### config.mk
export PLATFORM = sky130hd
export DESIGN_NAME = ascii_integer_parser_unit_flat
export DESIGN_NICKNAME = d
export VERILOG_FILES = /design/src/rtl/aip_pkg.sv /design/src/rtl/aip_in_if.sv /design/src/rtl/aip_out_if.sv /design/src/rtl/aip_cfg_regs.sv /design/src/rtl/aip_scan.sv /design/src/rtl/aip_finish.sv /design/src/rtl/ascii_integer_parser_unit.sv /design/src/flat_wrapper.sv
export SDC_FILE = /design/constraint.sdc
export NUM_CORES = 2
export LEC_CHECK = 0
export ABC_AREA = 0
export BUFFER_PORTS_ARGS = -buffer_cell sky130_fd_sc_hd__buf_2
export CAP_MARGIN = 20
export CORE_ASPECT_RATIO = 1.2
export CORE_MARGIN = 2
export CORE_UTILIZATION = 50
export CTS_CLUSTER_SIZE = 20
export DETAILED_ROUTE_END_ITERATION = 8
export HOLD_SLACK_MARGIN = 0.05
export PLACE_DENSITY = 0.67
export SLEW_MARGIN = 20
export SYNTH_ARGS = -nofsm -noshare
export SYNTH_HDL_FRONTEND = slang
export SYNTH_SLANG_ARGS = --single-unit
### constraint.sdc
create_clock -name clk_i -period 6.5 [get_ports clk_i]
set_clock_uncertainty 0.1 [all_clocks]
set_input_delay 1.3 -clock clk_i [delete_from_list [all_inputs] [get_ports clk_i]]
set_output_delay 1.3 -clock clk_i [all_outputs]
set_load 0.05 [all_outputs]
### src/rtl/aip_pkg.sv
// ----------------------------------------------------------------------------
// aip_pkg: shared types and constants of the ascii integer parser
// Holds the scan phase codes, status codes, register indexes and the digit
// decode used by the scan stage.
// ----------------------------------------------------------------------------
package aip_pkg;

  localparam int unsigned RadixW = 6;
  localparam int unsigned ValueW = 64;
  localparam int unsigned AddrW  = 5;
  localparam int unsigned DataW  = 64;

  // scan phase codes
  localparam logic [1:0] PH_FIRST   = 2'd0;
  localparam logic [1:0] PH_SIGN    = 2'd1;
  localparam logic [1:0] PH_DIGITS  = 2'd2;
  localparam logic [1:0] PH_STOPPED = 2'd3;

  // register indexes, taken from paddr[4:3]
  localparam logic [1:0] REG_RADIX      = 2'd0;
  localparam logic [1:0] REG_VALUE_LIM  = 2'd1;
  localparam logic [1:0] REG_FORCE_NEG  = 2'd2;

  localparam logic [RadixW-1:0] RadixMin   = 6'd2;
  localparam logic [RadixW-1:0] RadixMax   = 6'd36;
  localparam logic [RadixW-1:0] RadixReset = 6'd10;

  localparam logic [7:0] CH_MINUS = 8'h2d;
  localparam logic [7:0] CH_UNDER = 8'h5f;
  localparam logic [7:0] NO_DIGIT = 8'hff;

  typedef enum logic [1:0] {
    ST_OK      = 2'd0,
    ST_RANGE   = 2'd1,
    ST_INVALID = 2'd2
  } aip_status_e;

  typedef struct packed {
    logic [RadixW-1:0] radix;
    logic [ValueW-1:0] value_limit;
    logic              force_negative;
  } aip_cfg_t;

  // scan state captured at the end beat
  typedef struct packed {
    logic [ValueW-1:0] acc;
    logic [1:0]        phase;
    logic              neg;
    logic              ovf;
    logic              inv;
    logic              skip;
    logic              bad_radix;
  } aip_final_t;

  // digit value 0..35 of a byte, or NO_DIGIT
  function automatic logic [7:0] digit_of(input logic [7:0] c);
    logic [7:0] d;
    d = NO_DIGIT;
    if (c >= 8'h30 && c <= 8'h39) begin
      d = c - 8'h30;
    end else if (c >= 8'h41 && c <= 8'h5a) begin
      d = c - 8'h37;
    end else if (c >= 8'h61 && c <= 8'h7a) begin
      d = c - 8'h57;
    end
    return d;
  endfunction

endpackage

### src/rtl/aip_in_if.sv
// ----------------------------------------------------------------------------
// aip_in_if: byte channel into the parser
// Carries one byte of the numeral per beat with its end and empty flags.
// ----------------------------------------------------------------------------
interface aip_in_if;
  logic       valid;
  logic       ready;
  logic [7:0] text_byte;
  logic       end_of_text;
  logic       empty_text;

  modport source (output valid, output text_byte, output end_of_text,
                  output empty_text, input ready);
  modport sink   (input valid, input text_byte, input end_of_text,
                  input empty_text, output ready);
endinterface

### src/rtl/aip_out_if.sv
// ----------------------------------------------------------------------------
// aip_out_if: result channel out of the parser
// Carries one parsed value and its status per beat.
// ----------------------------------------------------------------------------
interface aip_out_if;
  logic        valid;
  logic        ready;
  logic [63:0] parsed_value;
  logic [1:0]  status;

  modport source (output valid, output parsed_value, output status, input ready);
  modport sink   (input valid, input parsed_value, input status, output ready);
endinterface

### src/rtl/aip_cfg_regs.sv
// ----------------------------------------------------------------------------
// aip_cfg_regs: configuration registers behind the apb port
// radix at 0x00, value_limit at 0x08, force_negative at 0x10.
// ----------------------------------------------------------------------------
module aip_cfg_regs
  import aip_pkg::*;
(
  input  logic             clk_i,
  input  logic             rst_ni,
  input  logic             psel,
  input  logic             penable,
  input  logic             pwrite,
  input  logic [AddrW-1:0] paddr,
  input  logic [DataW-1:0] pwdata,
  output logic [DataW-1:0] prdata,
  output logic             pready,
  output aip_cfg_t         cfg_o
);

  logic [RadixW-1:0] radix_q;
  logic [ValueW-1:0] limit_q;
  logic              force_neg_q;
  logic              wr_en;
  logic [1:0]        reg_idx;

  assign pready  = 1'b1;
  assign wr_en   = psel & penable & pwrite;
  assign reg_idx = paddr[4:3];

  always_ff @(posedge clk_i or negedge rst_ni) begin
    if (!rst_ni) begin
      radix_q     <= RadixReset;
      limit_q     <= '1;
      force_neg_q <= 1'b0;
    end else if (wr_en) begin
      unique case (reg_idx)
        REG_RADIX:     radix_q     <= pwdata[RadixW-1:0];
        REG_VALUE_LIM: limit_q     <= pwdata[ValueW-1:0];
        REG_FORCE_NEG: force_neg_q <= pwdata[0];
        default: ;
      endcase
    end
  end

  always_comb begin
    unique case (reg_idx)
      REG_RADIX:     prdata = {{(DataW-RadixW){1'b0}}, radix_q};
      REG_VALUE_LIM: prdata = limit_q;
      REG_FORCE_NEG: prdata = {{(DataW-1){1'b0}}, force_neg_q};
      default:       prdata = '0;
    endcase
  end

  assign cfg_o.radix          = radix_q;
  assign cfg_o.value_limit    = limit_q;
  assign cfg_o.force_negative = force_neg_q;

endmodule

### src/rtl/aip_scan.sv
// ----------------------------------------------------------------------------
// aip_scan: input register and per-byte scan
// Registers the incoming beat, folds it into the accumulator and flags, and
// hands the final scan state to the finish stage on the end beat.
// ----------------------------------------------------------------------------
module aip_scan
  import aip_pkg::*;
(
  input  logic       clk_i,
  input  logic       rst_ni,
  input  aip_cfg_t   cfg_i,
  input  logic       in_valid_i,
  output logic       in_ready_o,
  input  logic [7:0] text_byte_i,
  input  logic       end_of_text_i,
  input  logic       empty_text_i,
  output logic       fin_valid_o,
  input  logic       fin_ready_i,
  output aip_final_t fin_o
);

  // input register
  logic       s0_valid_q;
  logic [7:0] s0_byte_q;
  logic       s0_end_q;
  logic       s0_empty_q;
  logic       s0_fire;

  // scan state
  logic [ValueW-1:0] acc_q, acc_d;
  logic [1:0]        phase_q, phase_d;
  logic              neg_q, neg_d;
  logic              ovf_q, ovf_d;
  logic              inv_q, inv_d;
  logic              skip_q, skip_d;

  // handoff register
  logic       s1_valid_q;
  aip_final_t s1_q;
  logic       s1_free;

  logic [7:0]        dig;
  logic              do_digit;
  logic [ValueW+6:0] mac;

  assign s1_free    = !s1_valid_q || fin_ready_i;
  assign s0_fire    = s0_valid_q && (!s0_end_q || s1_free);
  assign in_ready_o = !s0_valid_q || s0_fire;

  always_ff @(posedge clk_i or negedge rst_ni) begin
    if (!rst_ni) begin
      s0_valid_q <= 1'b0;
    end else if (in_ready_o) begin
      s0_valid_q <= in_valid_i;
    end
  end

  always_ff @(posedge clk_i) begin
    if (in_ready_o && in_valid_i) begin
      s0_byte_q  <= text_byte_i;
      s0_end_q   <= end_of_text_i;
      s0_empty_q <= empty_text_i;
    end
  end

  assign dig = digit_of(s0_byte_q);
  assign mac = (ValueW+7)'(acc_q) * (ValueW+7)'(cfg_i.radix) + (ValueW+7)'(dig);

  always_comb begin
    acc_d    = acc_q;
    phase_d  = phase_q;
    neg_d    = neg_q;
    ovf_d    = ovf_q;
    inv_d    = inv_q;
    skip_d   = skip_q;
    do_digit = 1'b0;
    // an empty end beat carries no byte
    if (!(s0_end_q && s0_empty_q) && phase_q != PH_STOPPED) begin
      if (phase_q == PH_FIRST) begin
        neg_d = cfg_i.force_negative;
        if (s0_byte_q == CH_MINUS) begin
          neg_d   = 1'b1;
          phase_d = PH_SIGN;
        end else begin
          do_digit = 1'b1;
        end
      end else if (skip_q) begin
        skip_d   = 1'b0;
        do_digit = 1'b1;
      end else if (s0_byte_q == CH_UNDER && !s0_end_q) begin
        skip_d = 1'b1;
      end else begin
        do_digit = 1'b1;
      end
    end
    if (do_digit) begin
      if (dig != NO_DIGIT && dig < {2'b00, cfg_i.radix}) begin
        if (!ovf_q) begin
          if (mac[ValueW+6:ValueW] != '0) begin
            ovf_d = 1'b1;
          end else begin
            acc_d = mac[ValueW-1:0];
          end
        end
        phase_d = PH_DIGITS;
      end else begin
        inv_d   = 1'b1;
        phase_d = PH_STOPPED;
      end
    end
  end

  // state clears after the end beat
  always_ff @(posedge clk_i or negedge rst_ni) begin
    if (!rst_ni) begin
      acc_q   <= '0;
      phase_q <= PH_FIRST;
      neg_q   <= 1'b0;
      ovf_q   <= 1'b0;
      inv_q   <= 1'b0;
      skip_q  <= 1'b0;
    end else if (s0_fire) begin
      if (s0_end_q) begin
        acc_q   <= '0;
        phase_q <= PH_FIRST;
        neg_q   <= 1'b0;
        ovf_q   <= 1'b0;
        inv_q   <= 1'b0;
        skip_q  <= 1'b0;
      end else begin
        acc_q   <= acc_d;
        phase_q <= phase_d;
        neg_q   <= neg_d;
        ovf_q   <= ovf_d;
        inv_q   <= inv_d;
        skip_q  <= skip_d;
      end
    end
  end

  always_ff @(posedge clk_i or negedge rst_ni) begin
    if (!rst_ni) begin
      s1_valid_q <= 1'b0;
    end else if (s1_free) begin
      s1_valid_q <= s0_fire && s0_end_q;
    end
  end

  always_ff @(posedge clk_i) begin
    if (s0_fire && s0_end_q) begin
      s1_q.acc       <= acc_d;
      s1_q.phase     <= phase_d;
      s1_q.neg       <= neg_d;
      s1_q.ovf       <= ovf_d;
      s1_q.inv       <= inv_d;
      s1_q.skip      <= skip_d;
      s1_q.bad_radix <= (cfg_i.radix < RadixMin) || (cfg_i.radix > RadixMax);
    end
  end

  assign fin_valid_o = s1_valid_q;
  assign fin_o       = s1_q;

endmodule

### src/rtl/aip_finish.sv
// ----------------------------------------------------------------------------
// aip_finish: range clamp, sign and result register
// Turns the final scan state into value and status and holds them until the
// result beat is taken.
// ----------------------------------------------------------------------------
module aip_finish
  import aip_pkg::*;
(
  input  logic              clk_i,
  input  logic              rst_ni,
  input  aip_cfg_t          cfg_i,
  input  logic              fin_valid_i,
  output logic              fin_ready_o,
  input  aip_final_t        fin_i,
  output logic              out_valid_o,
  input  logic              out_ready_i,
  output logic [ValueW-1:0] value_o,
  output logic [1:0]        status_o
);

  logic              out_valid_q;
  logic [ValueW-1:0] value_q, value_d;
  aip_status_e       status_q, status_d;
  logic              out_free;

  logic              inv;
  logic              neg;
  logic              lim_odd;
  logic [ValueW-1:0] y;
  logic [ValueW-1:0] y_signed;

  assign out_free    = !out_valid_q || out_ready_i;
  assign fin_ready_o = out_free;
  assign lim_odd     = cfg_i.value_limit[0];

  always_comb begin
    inv      = fin_i.inv || fin_i.skip || (fin_i.phase == PH_SIGN);
    y        = fin_i.ovf ? cfg_i.value_limit : fin_i.acc;
    neg      = fin_i.neg && !(fin_i.ovf && lim_odd);
    y_signed = neg ? (ValueW'(0) - y) : y;
    value_d  = '0;
    status_d = fin_i.ovf ? ST_RANGE : ST_OK;
    priority if (fin_i.phase == PH_FIRST) begin
      status_d = ST_INVALID;
    end else if (fin_i.bad_radix) begin
      status_d = ST_RANGE;
    end else if (inv) begin
      status_d = ST_INVALID;
      value_d  = y_signed;
    end else if (y >= cfg_i.value_limit && !lim_odd && !neg) begin
      // signed-style limit, positive side
      status_d = ST_RANGE;
      value_d  = cfg_i.value_limit - ValueW'(1);
    end else if (y > cfg_i.value_limit) begin
      status_d = ST_RANGE;
      value_d  = cfg_i.value_limit;
    end else begin
      value_d  = y_signed;
    end
  end

  always_ff @(posedge clk_i or negedge rst_ni) begin
    if (!rst_ni) begin
      out_valid_q <= 1'b0;
    end else if (out_free) begin
      out_valid_q <= fin_valid_i;
    end
  end

  always_ff @(posedge clk_i) begin
    if (out_free && fin_valid_i) begin
      value_q  <= value_d;
      status_q <= status_d;
    end
  end

  assign out_valid_o = out_valid_q;
  assign value_o     = value_q;
  assign status_o    = status_q;

endmodule

### src/rtl/ascii_integer_parser_unit.sv
// ----------------------------------------------------------------------------
// ascii_integer_parser_unit: byte-serial integer scanner, bases 2 to 36
// Accumulates the digits of a numeral one byte per beat and returns a 64-bit
// value with an ok / out-of-range / invalid status on the end beat.
// ----------------------------------------------------------------------------
// The unit takes one byte beat every clock cycle unless a stalled result
// holds it back. Each byte is registered, then folded into the 64-bit
// accumulator by one multiply-add with the configured radix (a 64 by 6 bit
// product); that accumulator loop sets the byte rate. Only the beat flagged
// end_of_text produces a result: it is scanned into the handoff register,
// then clamped and signed into the result register, and these two registers
// let new bytes keep flowing while a result waits to be taken. A leading
// minus sign is honoured, as is force_negative; an underscore escapes the
// next byte; the first non-digit stops the scan and flags invalid input.
// Overflow and magnitudes above value_limit are clamped, as is a positive one
// at an even limit: odd limits behave unsigned-style, even ones signed-style.
// Registers are to be written over the apb port only while no string is in
// flight: a rule on the user that the block itself does not enforce.
// ----------------------------------------------------------------------------
module ascii_integer_parser_unit
  import aip_pkg::*;
(
  input  logic             clk_i,
  input  logic             rst_ni,
  // apb configuration port
  input  logic             psel,
  input  logic             penable,
  input  logic             pwrite,
  input  logic [AddrW-1:0] paddr,
  input  logic [DataW-1:0] pwdata,
  output logic [DataW-1:0] prdata,
  output logic             pready,
  // byte beats in, result beats out
  aip_in_if.sink           in_i,
  aip_out_if.source        out_o
);

  aip_cfg_t   cfg;
  logic       fin_valid;
  logic       fin_ready;
  aip_final_t fin;
  logic [1:0] status_raw;

  // register file
  aip_cfg_regs u_cfg (
    .clk_i   (clk_i),
    .rst_ni  (rst_ni),
    .psel    (psel),
    .penable (penable),
    .pwrite  (pwrite),
    .paddr   (paddr),
    .pwdata  (pwdata),
    .prdata  (prdata),
    .pready  (pready),
    .cfg_o   (cfg)
  );

  // input register, accumulator and scan flags
  aip_scan u_scan (
    .clk_i         (clk_i),
    .rst_ni        (rst_ni),
    .cfg_i         (cfg),
    .in_valid_i    (in_i.valid),
    .in_ready_o    (in_i.ready),
    .text_byte_i   (in_i.text_byte),
    .end_of_text_i (in_i.end_of_text),
    .empty_text_i  (in_i.empty_text),
    .fin_valid_o   (fin_valid),
    .fin_ready_i   (fin_ready),
    .fin_o         (fin)
  );

  // clamp, sign and result register
  aip_finish u_finish (
    .clk_i       (clk_i),
    .rst_ni      (rst_ni),
    .cfg_i       (cfg),
    .fin_valid_i (fin_valid),
    .fin_ready_o (fin_ready),
    .fin_i       (fin),
    .out_valid_o (out_o.valid),
    .out_ready_i (out_o.ready),
    .value_o     (out_o.parsed_value),
    .status_o    (status_raw)
  );

  assign out_o.status = status_raw;

  // only three status codes exist
  a_status_code : assert property (@(posedge clk_i) disable iff (!rst_ni)
    out_o.valid |-> (out_o.status != 2'd3))
    else $error("undefined status code on result beat");

  // input back-pressure only ever comes from a stalled result
  a_stall_source : assert property (@(posedge clk_i) disable iff (!rst_ni)
    !in_i.ready |-> out_o.valid)
    else $error("input stalled with no result pending");

  // with an odd limit an out-of-range result is the limit or the bad-radix zero
  a_odd_limit_clamp : assert property (@(posedge clk_i) disable iff (!rst_ni)
    (out_o.valid && out_o.status == ST_RANGE && cfg.value_limit[0])
      |-> (out_o.parsed_value == cfg.value_limit || out_o.parsed_value == '0))
    else $error("out-of-range value differs from the odd limit");

endmodule

### src/flat_wrapper.sv
// flat-port wrapper written by rule: the top's interface ports become plain ports
module ascii_integer_parser_unit_flat import aip_pkg::*;
  (clk_i, rst_ni, psel, penable, pwrite, paddr, pwdata, prdata, pready, in_i_valid, in_i_text_byte, in_i_end_of_text, in_i_empty_text, in_i_ready, out_o_valid, out_o_parsed_value, out_o_status, out_o_ready);
  aip_in_if in_i_i ();
  aip_out_if out_o_i ();
  input  logic clk_i;
  input  logic rst_ni;
  input  logic psel;
  input  logic penable;
  input  logic pwrite;
  input  logic [AddrW-1:0] paddr;
  input  logic [DataW-1:0] pwdata;
  output logic [DataW-1:0] prdata;
  output logic pready;
  input wire logic [$bits(in_i_i.valid)-1:0] in_i_valid;
  input wire logic [$bits(in_i_i.text_byte)-1:0] in_i_text_byte;
  input wire logic [$bits(in_i_i.end_of_text)-1:0] in_i_end_of_text;
  input wire logic [$bits(in_i_i.empty_text)-1:0] in_i_empty_text;
  output wire logic [$bits(in_i_i.ready)-1:0] in_i_ready;
  output wire logic [$bits(out_o_i.valid)-1:0] out_o_valid;
  output wire logic [$bits(out_o_i.parsed_value)-1:0] out_o_parsed_value;
  output wire logic [$bits(out_o_i.status)-1:0] out_o_status;
  input wire logic [$bits(out_o_i.ready)-1:0] out_o_ready;
  assign in_i_i.valid = in_i_valid;
  assign in_i_i.text_byte = in_i_text_byte;
  assign in_i_i.end_of_text = in_i_end_of_text;
  assign in_i_i.empty_text = in_i_empty_text;
  assign in_i_ready = in_i_i.ready;
  assign out_o_valid = out_o_i.valid;
  assign out_o_parsed_value = out_o_i.parsed_value;
  assign out_o_status = out_o_i.status;
  assign out_o_i.ready = out_o_ready;
  ascii_integer_parser_unit u_core (.clk_i(clk_i), .rst_ni(rst_ni), .psel(psel), .penable(penable), .pwrite(pwrite), .paddr(paddr), .pwdata(pwdata), .prdata(prdata), .pready(pready), .in_i(in_i_i), .out_o(out_o_i));
endmodule
### Yosys cells after proc, flatten, opt, wreduce, memory -nomap -nowiden

Cells that the tools add are included.

* word-level logic and storage cells: 136
* RAM bits: 0
* memories kept: 0
* input bits: 86
* ROM bits: 0
* bits in latches: 0
* bits in registers: 291
* output and inout bits: 133

* multiply operators: 1
* muxes and demuxes: 47
* eq/ne operators: 7
* shift operators: 0
* reduce and logical (&&, ||, !) cells: 38
* bitwise operators: 2
* add/sub/neg operators: 6
* div/mod/pow operators: 0
* $lt $le $gt $ge: 11

Operators with widths (count)
* two-way mux 64 bit: 10
* case mux 64 bit (3 select lines): 1
* adder 70 x 8 -> 71 bit: 1
* multiplier 64 x 6 -> 70 bit: 1
* >= comparator 64 bit: 1
* greater-than comparator 64 bit: 1
* subtractor 1 x 64 -> 64 bit, first input constant: 1
* subtractor 64 x 1 -> 64 bit, second input constant: 1
* two-way mux 1 bit: 26
* two-way mux 8 bit: 3
* >= comparator 8 x 7 -> 1 bit, second input constant: 2
* less-or-equal comparator 8 x 7 -> 1 bit, second input constant: 2
* subtractor 8 x 6 -> 8 bit, second input constant: 2
* logical AND 1 bit: 15
* two-way mux 2 bit: 7
* == test 8 x 6 -> 1 bit, second input constant: 1
* == test 8 x 7 -> 1 bit, second input constant: 1
* >= comparator 8 x 6 -> 1 bit, second input constant: 1
* less-or-equal comparator 8 x 6 -> 1 bit, second input constant: 1
* logical NOT 1 bit: 8
* < comparator 8 x 6 -> 1 bit: 1
* inequality test 8 bit, second input constant: 1
* subtractor 8 x 7 -> 8 bit, second input constant: 1
* logical OR 1 bit: 7
* 10 further kinds: 16

### Logic depth before layout (Yosys ltp)

* depth after elaboration: 12
* gate-level depth with buffers: 25
* depth with buffers taken out: 23

### By module

Synthesis repeated with hierarchy kept, for this count alone.

* cell total of the unflattened synthesis: 3606
* area, all modules: 33085.5 um2

Modules (own cells, without submodules)
* aip_scan: area an instance 20527.2 um2, instances 1, seq. area each 4234.1 um2, cells an instance 2222
* aip_finish: area an instance 8969.9 um2, instances 1, seq. area each 2006.9 um2, cells an instance 1148
* aip_cfg_regs: area an instance 3588.4 um2, instances 1, seq. area each 1859.3 um2, cells an instance 236

### Worst setup path before layout

Ideal clock, no wire load.

* kind: reg-to-reg
* start: register u_core.u_cfg.radix_q[3]
* end: register u_core.u_scan.s1_q, in the netlist u_core.u_scan.fin_o[61] (data pin)
* clock period less this slack: 6.657 ns
* buffers on the path: 4
* stages on the path, launching flop included: 24
* path slack: -0.157 ns
* library setup time: 0.260 ns
* arrival: 6.297 ns
* required time: 6.140 ns
* cells stage by stage: dfstp_2 > clkbuf_1 > clkbuf_1 > nand2_1 > fa_1 > fa_1 > inv_1 > fa_1 > inv_1 > fa_1 > inv_1 > ha_1 > a21oi_1 > nand2b_1 > o211ai_1 > o221a_2 > a211oi_1 > or4b_1 > o211ai_1 > o211ai_1 > nor4_4 > buf_2 > buf_2 > mux2_2

* cells in the longest elaborated chain, start to end: 7
* elaborated cells between the ends (all ways): 9
* those cells by class: add/sub (1); mul (1); order compare (1); mux (4); reduce/logical (2)

RTL lines
* start, declared: line aip_cfg_regs.sv:20 `logic [RadixW-1:0] radix_q;`
* start signal, assigned: line aip_cfg_regs.sv:32 `radix_q <= RadixReset;`
* start signal, assigned: line aip_cfg_regs.sv:37 `REG_RADIX: radix_q <= pwdata[RadixW-1:0];`
* multiplier 64 x 6 -> 70 bit: line aip_scan.sv:67 `assign mac = (ValueW+7)'(acc_q) * (ValueW+7)'(cfg_i.radix) + (ValueW+7)'(dig);`
* adder 70 x 8 -> 71 bit: line aip_scan.sv:67
* nonzero test 7 bit: line aip_scan.sv:99 `if (mac[ValueW+6:ValueW] != '0) begin`
* two-way mux 64 bit: line aip_scan.sv:99
* two-way mux 64 bit: line aip_scan.sv:98 `if (!ovf_q) begin`
* two-way mux 64 bit (*): line aip_scan.sv:97 `if (dig != NO_DIGIT && dig < {2'b00, cfg_i.radix}) begin`
* two-way mux 64 bit (*): line aip_scan.sv:96 `if (do_digit) begin`
* net u_core.u_scan.acc_d[54]: line aip_scan.sv:30 `logic [ValueW-1:0] acc_q, acc_d;`
* end, declared: line aip_scan.sv:39 `aip_final_t s1_q;`

The timed path passes the listed nets; every way through them passes the cells marked *.
A chain may end at the register's enable or synchronous reset.

### Worst setup path after layout

* start: register u_core.u_cfg.radix_q[1]
* end: register u_core.u_scan.s1_q, in the netlist u_core.u_scan.fin_o[37] (data pin)

The elaborated chain is that of the path after synthesis.

==> run_results.csv <==
group,metric,value,unit
sta,tns,-8.34,ns
sta,worst_pin_slew,0.955,ns
critical_path,start_kind,"flop",
critical_path,worst_path_largest_cell_delay,0.69,ns
sta,rsz0062_at_grt,"yes",
synthesis,synth_edf_count,147,
clock_tree,htreeDepth,1,
clock_tree,cts_tree,"done",
critical_path,endpoint_kind,"flop",
global_routing,grt_pass1_wl,169000,um
placed_design,port_buffers,214,
power,p_leak,18.5,nW
finish,stdcell_count,4934,
power,p_clk_frac,0.221,
placed_design,gp_congestion,0.991,
floorplan,rows,101,
sta,layout_setup_ws,-0.157,ns
global_routing,grt-ovfl-total,0,
synthesis,synth.yosys.seq_area_share,0.252,
route,drt_iter0_markers,2624,
placed_design,dpl_worst_slack,-0.365,ns
power,total_power,9.41,mW
floorplan,die_h,282,um
route,drt-pass1-iter-count,5,
power,combinationalPowerShare,0.501,
finish,fillers,5168,
run_status,failed_checks,"negative setup slack",
route,viasPerCell,5.94,
critical_path,cp_common_cell,"fa_1",
critical_path,crit_arrival,6.91,ns
route,ant_nets,0,
synthesis,synth-async-reset-ratio,0.495,
sta,fin_crit,6.66,ns
synthesis,synth.area.top_cells,"fa_1 16%, edfxtp_1 14%, ha_1 8.8%, dfrtp_1 6.1%, and2_1 6.0%",
run_status,status,"finished with violations",
route,vias,29300,
placed_design,hpwl,83300,um
power,p_int,5.53,mW
synthesis,synthesis.area,32100,um2
power,power.density,231,nW/um2
synthesis,synth_ff_type,"edfxtp_1",
clock_tree,postCtsHoldBufs,0,
power,power.share.sequential,0.278,
global_routing,grt_start_max_net_pins,74,
synthesis,yosysWarningCount,0,
critical_path,slowest_stage,"dfstp_4",
clock_tree,clock_path_buffers,3,
power,swShare,0.413,
clock_tree,clock-sinks,291,
route,drt-wirelength-per-cell,22.5,um
synthesis,synth.distinct_cells,86,
sta,setup-violations-final,102,
critical_path,path_class,"flop to flop",
synthesis,ys_ff_latch,291,
sta,max_freq,0.150,GHz
clock_tree,cts_buffers,31,
floorplan,core,63400,um2
power,peakVddDrop,0.282,mV
finish,mostFrequentLayoutCell,"nand2_1",
synthesis,synth_top_area_frac,0.158,
synthesis,synth.avg_cell_area,9.02,um2
critical_path,r2r_slack,-0.16,ns
finish,drive_above_1_share,0.281,
synthesis,synth_nets,4130,
power,switchingPower,3.88,mW
global_routing,antenna_found_initial,1,
floorplan,initial_utilization,0.506,
sta,relSlewSlack,0.363,
sta,hold_viol,0,
floorplan,io_pins,219,
critical_path,crit_path_cell_trace,"buf_12 -> and2_1 -> fa_1 -> fa_1 -> fa_1 -> fa_1 -> ha_1 -> buf_4 -> nand4_1 -> a211o_4 -> a311o_1 -> a21oi_2 -> and3_4 -> o21a_1 -> o221ai_4 -> nor4_4 -> buf_4 -> buf_12 -> clkbuf_16 -> mux2_4",
floorplan,dieArea,66300,um2
clock_tree,clk_latency,0.61,ns
global_routing,gr-usage-all-layers,0.325,
sta,whs,0.412,ns
placed_design,dp.cells,4806,
floorplan,die_w,235,um
finish,diodes,0,
route,drc_errors,0,
synthesis,synth_cells,3563,
global_routing,grt_pass1_vias,29700,
finish,fin_nets,4652,
worst_hold_path,min_path_type,"flop to flop",
sta,drv_slew,0,
clock_tree,path_clk_slew,0.07,ns
finish,final_cell_mix,"387 x nand2_1, 386 x buf_4, 323 x inv_1, 299 x and2_1, 251 x fa_1",
critical_path,crit_required,6.75,ns
critical_path,worst-path-max-fanout,8,
job,drv_cap,0,
finish,areaGrowthSynthToFinish,26.9,%
clock_tree,cts_root_buffer,"clkbuf_16",
critical_path,cp_top_family,"adder cells",
sta,period_share,1.02,
critical_path,timing.critical_path.buf_inv,5,
route,wirelength,111000,um
synthesis,synth_top_area_cell,"fa_1",
[metrics by stage]
| step | cell area (um2) | utilization |
|---|---|---|
| finish | 40800 | 0.643 |
| global route | 40800 | 0.643 |
| CTS | 39300 | 0.619 |
| detailed placement | 36800 | 0.580 |
| global placement | 36800 | 0.580 |
| floorplan | 32100 | - |
[power groups by stage]
| stage | clock [mW] | combinational, mW | sequential (mW) |
|---|---|---|---|
| after detailed placement | 0 | 4.03 | 2.62 |
| after floorplan | 0 | 2.48 | 2.63 |
| after global routing | 2.15 | 5.10 | 2.63 |
| after global placement | 0 | 3.97 | 2.62 |
| after CTS | 2.09 | 4.34 | 2.59 |
| final | 2.08 | 4.72 | 2.62 |
[layer usage]
metal | routed length (um) | track usage
met1 | 44100 | 0.416
met3 | 7380 | 0.0320
met5 | 0 | 0
met4 | 5660 | 0.147
met2 | 53700 | 0.560
[registers in the layout, summed over array words and instances (netlist names)]
signal,cells
u_core.u_scan.s0_valid_q,1
u_core.u_scan.fin_o,71
u_core.u_scan.s0_byte_q,8
u_core.u_finish.status_o,2
u_core.u_scan.skip_q,1
u_core.u_scan.s0_empty_q,1
u_core.u_scan.acc_q,64
u_core.u_scan.phase_q,2
u_core.u_cfg.radix_q,6
u_core.u_scan.s0_end_q,1
u_core.u_scan.neg_q,1
u_core.u_cfg.limit_q,64
u_core.u_scan.fin_valid_o,1
u_core.u_scan.inv_q,1
u_core.u_scan.ovf_q,1
u_core.u_finish.out_valid_o,1
u_core.u_cfg.force_neg_q,1
u_core.u_finish.value_o,64
[final timing paths]
check | startpoint | depth (start not counted) | end
max | u_core.u_cfg.radix_q[1]$_DFFE_PN1P_ | 20 | u_core.u_scan.fin_o[37]$_DFFE_PP_
min | u_core.u_scan.neg_q$_DFFE_PN0P_ | 1 | u_core.u_scan.neg_q$_DFFE_PN0P_
max reg2reg | u_core.u_cfg.radix_q[1]$_DFFE_PN1P_ | 20 | u_core.u_scan.fin_o[37]$_DFFE_PP_
min reg2reg | u_core.u_scan.neg_q$_DFFE_PN0P_ | 1 | u_core.u_scan.neg_q$_DFFE_PN0P_
max in group asynchronous | rst_ni | 2 | u_core.u_scan.acc_q[50]$_DFFE_PN0P_
min in group asynchronous | rst_ni | 1 | u_core.u_cfg.force_neg_q$_DFFE_PN0P_
[cells in the mapped netlist (19+ instances only)]
cell type  instances
edfxtp_1         147
nor4_1            29
dfrtp_1           78
xor2_1            42
and2_1           310
o21ai_0          187
a21oi_1          152
o211ai_1          19
nand4_1           59
fa_1             254
clkbuf_1         152
o22ai_1           32
xnor2_1          127
nor3_1            99
buf_2             19
nor2_1           155
and3_1            22
or3_1             19
a22o_1            33
nor3b_1           45
nand3_1           38
a211oi_1          29
nand2_1          395
mux2i_1           45
o31ai_1           21
dfstp_2           66
a221o_1           25
ha_1             227
mux2_2           101
a21o_1            48
nand2b_1          23
inv_1            332
[layout make-up]
type / instances / area [um2] / share of cell area
Clock buffer: 37 / 828 / 0.0203
Tap cell: 824 / 1030 / 0.0253
Timing Repair Buffer: 683 / 5550 / 0.136
Clock inverter: 21 / 335 / 0.00822
Multi-Input combinational cell: 2746 / 23700 / 0.581
Inverter: 332 / 1250 / 0.0306
Sequential cell: 291 / 8110 / 0.199
[logic make-up after synthesis]
kind of cell / synth area share
and+or+nand+nor: 0.203
muxes: 0.0499
other: 0.000117
xor gates and xnor gates: 0.0461
buffers and inverters: 0.0637
DFF: 0.252
adders and majority gates: 0.247
AOI/OAI and AO/OA: 0.139
[timing repair]
| action | CTS | global route |
|---|---|---|
| setup endpoints to repair | 128 | 128 |
| gates cloned | 11 | 11 |
| gates resized for setup | 162 | 209 |
| setup buffers | 25 | 28 |
| pin swaps | 34 | 126 |
Note: power is estimated with default switching activity, not from simulation.
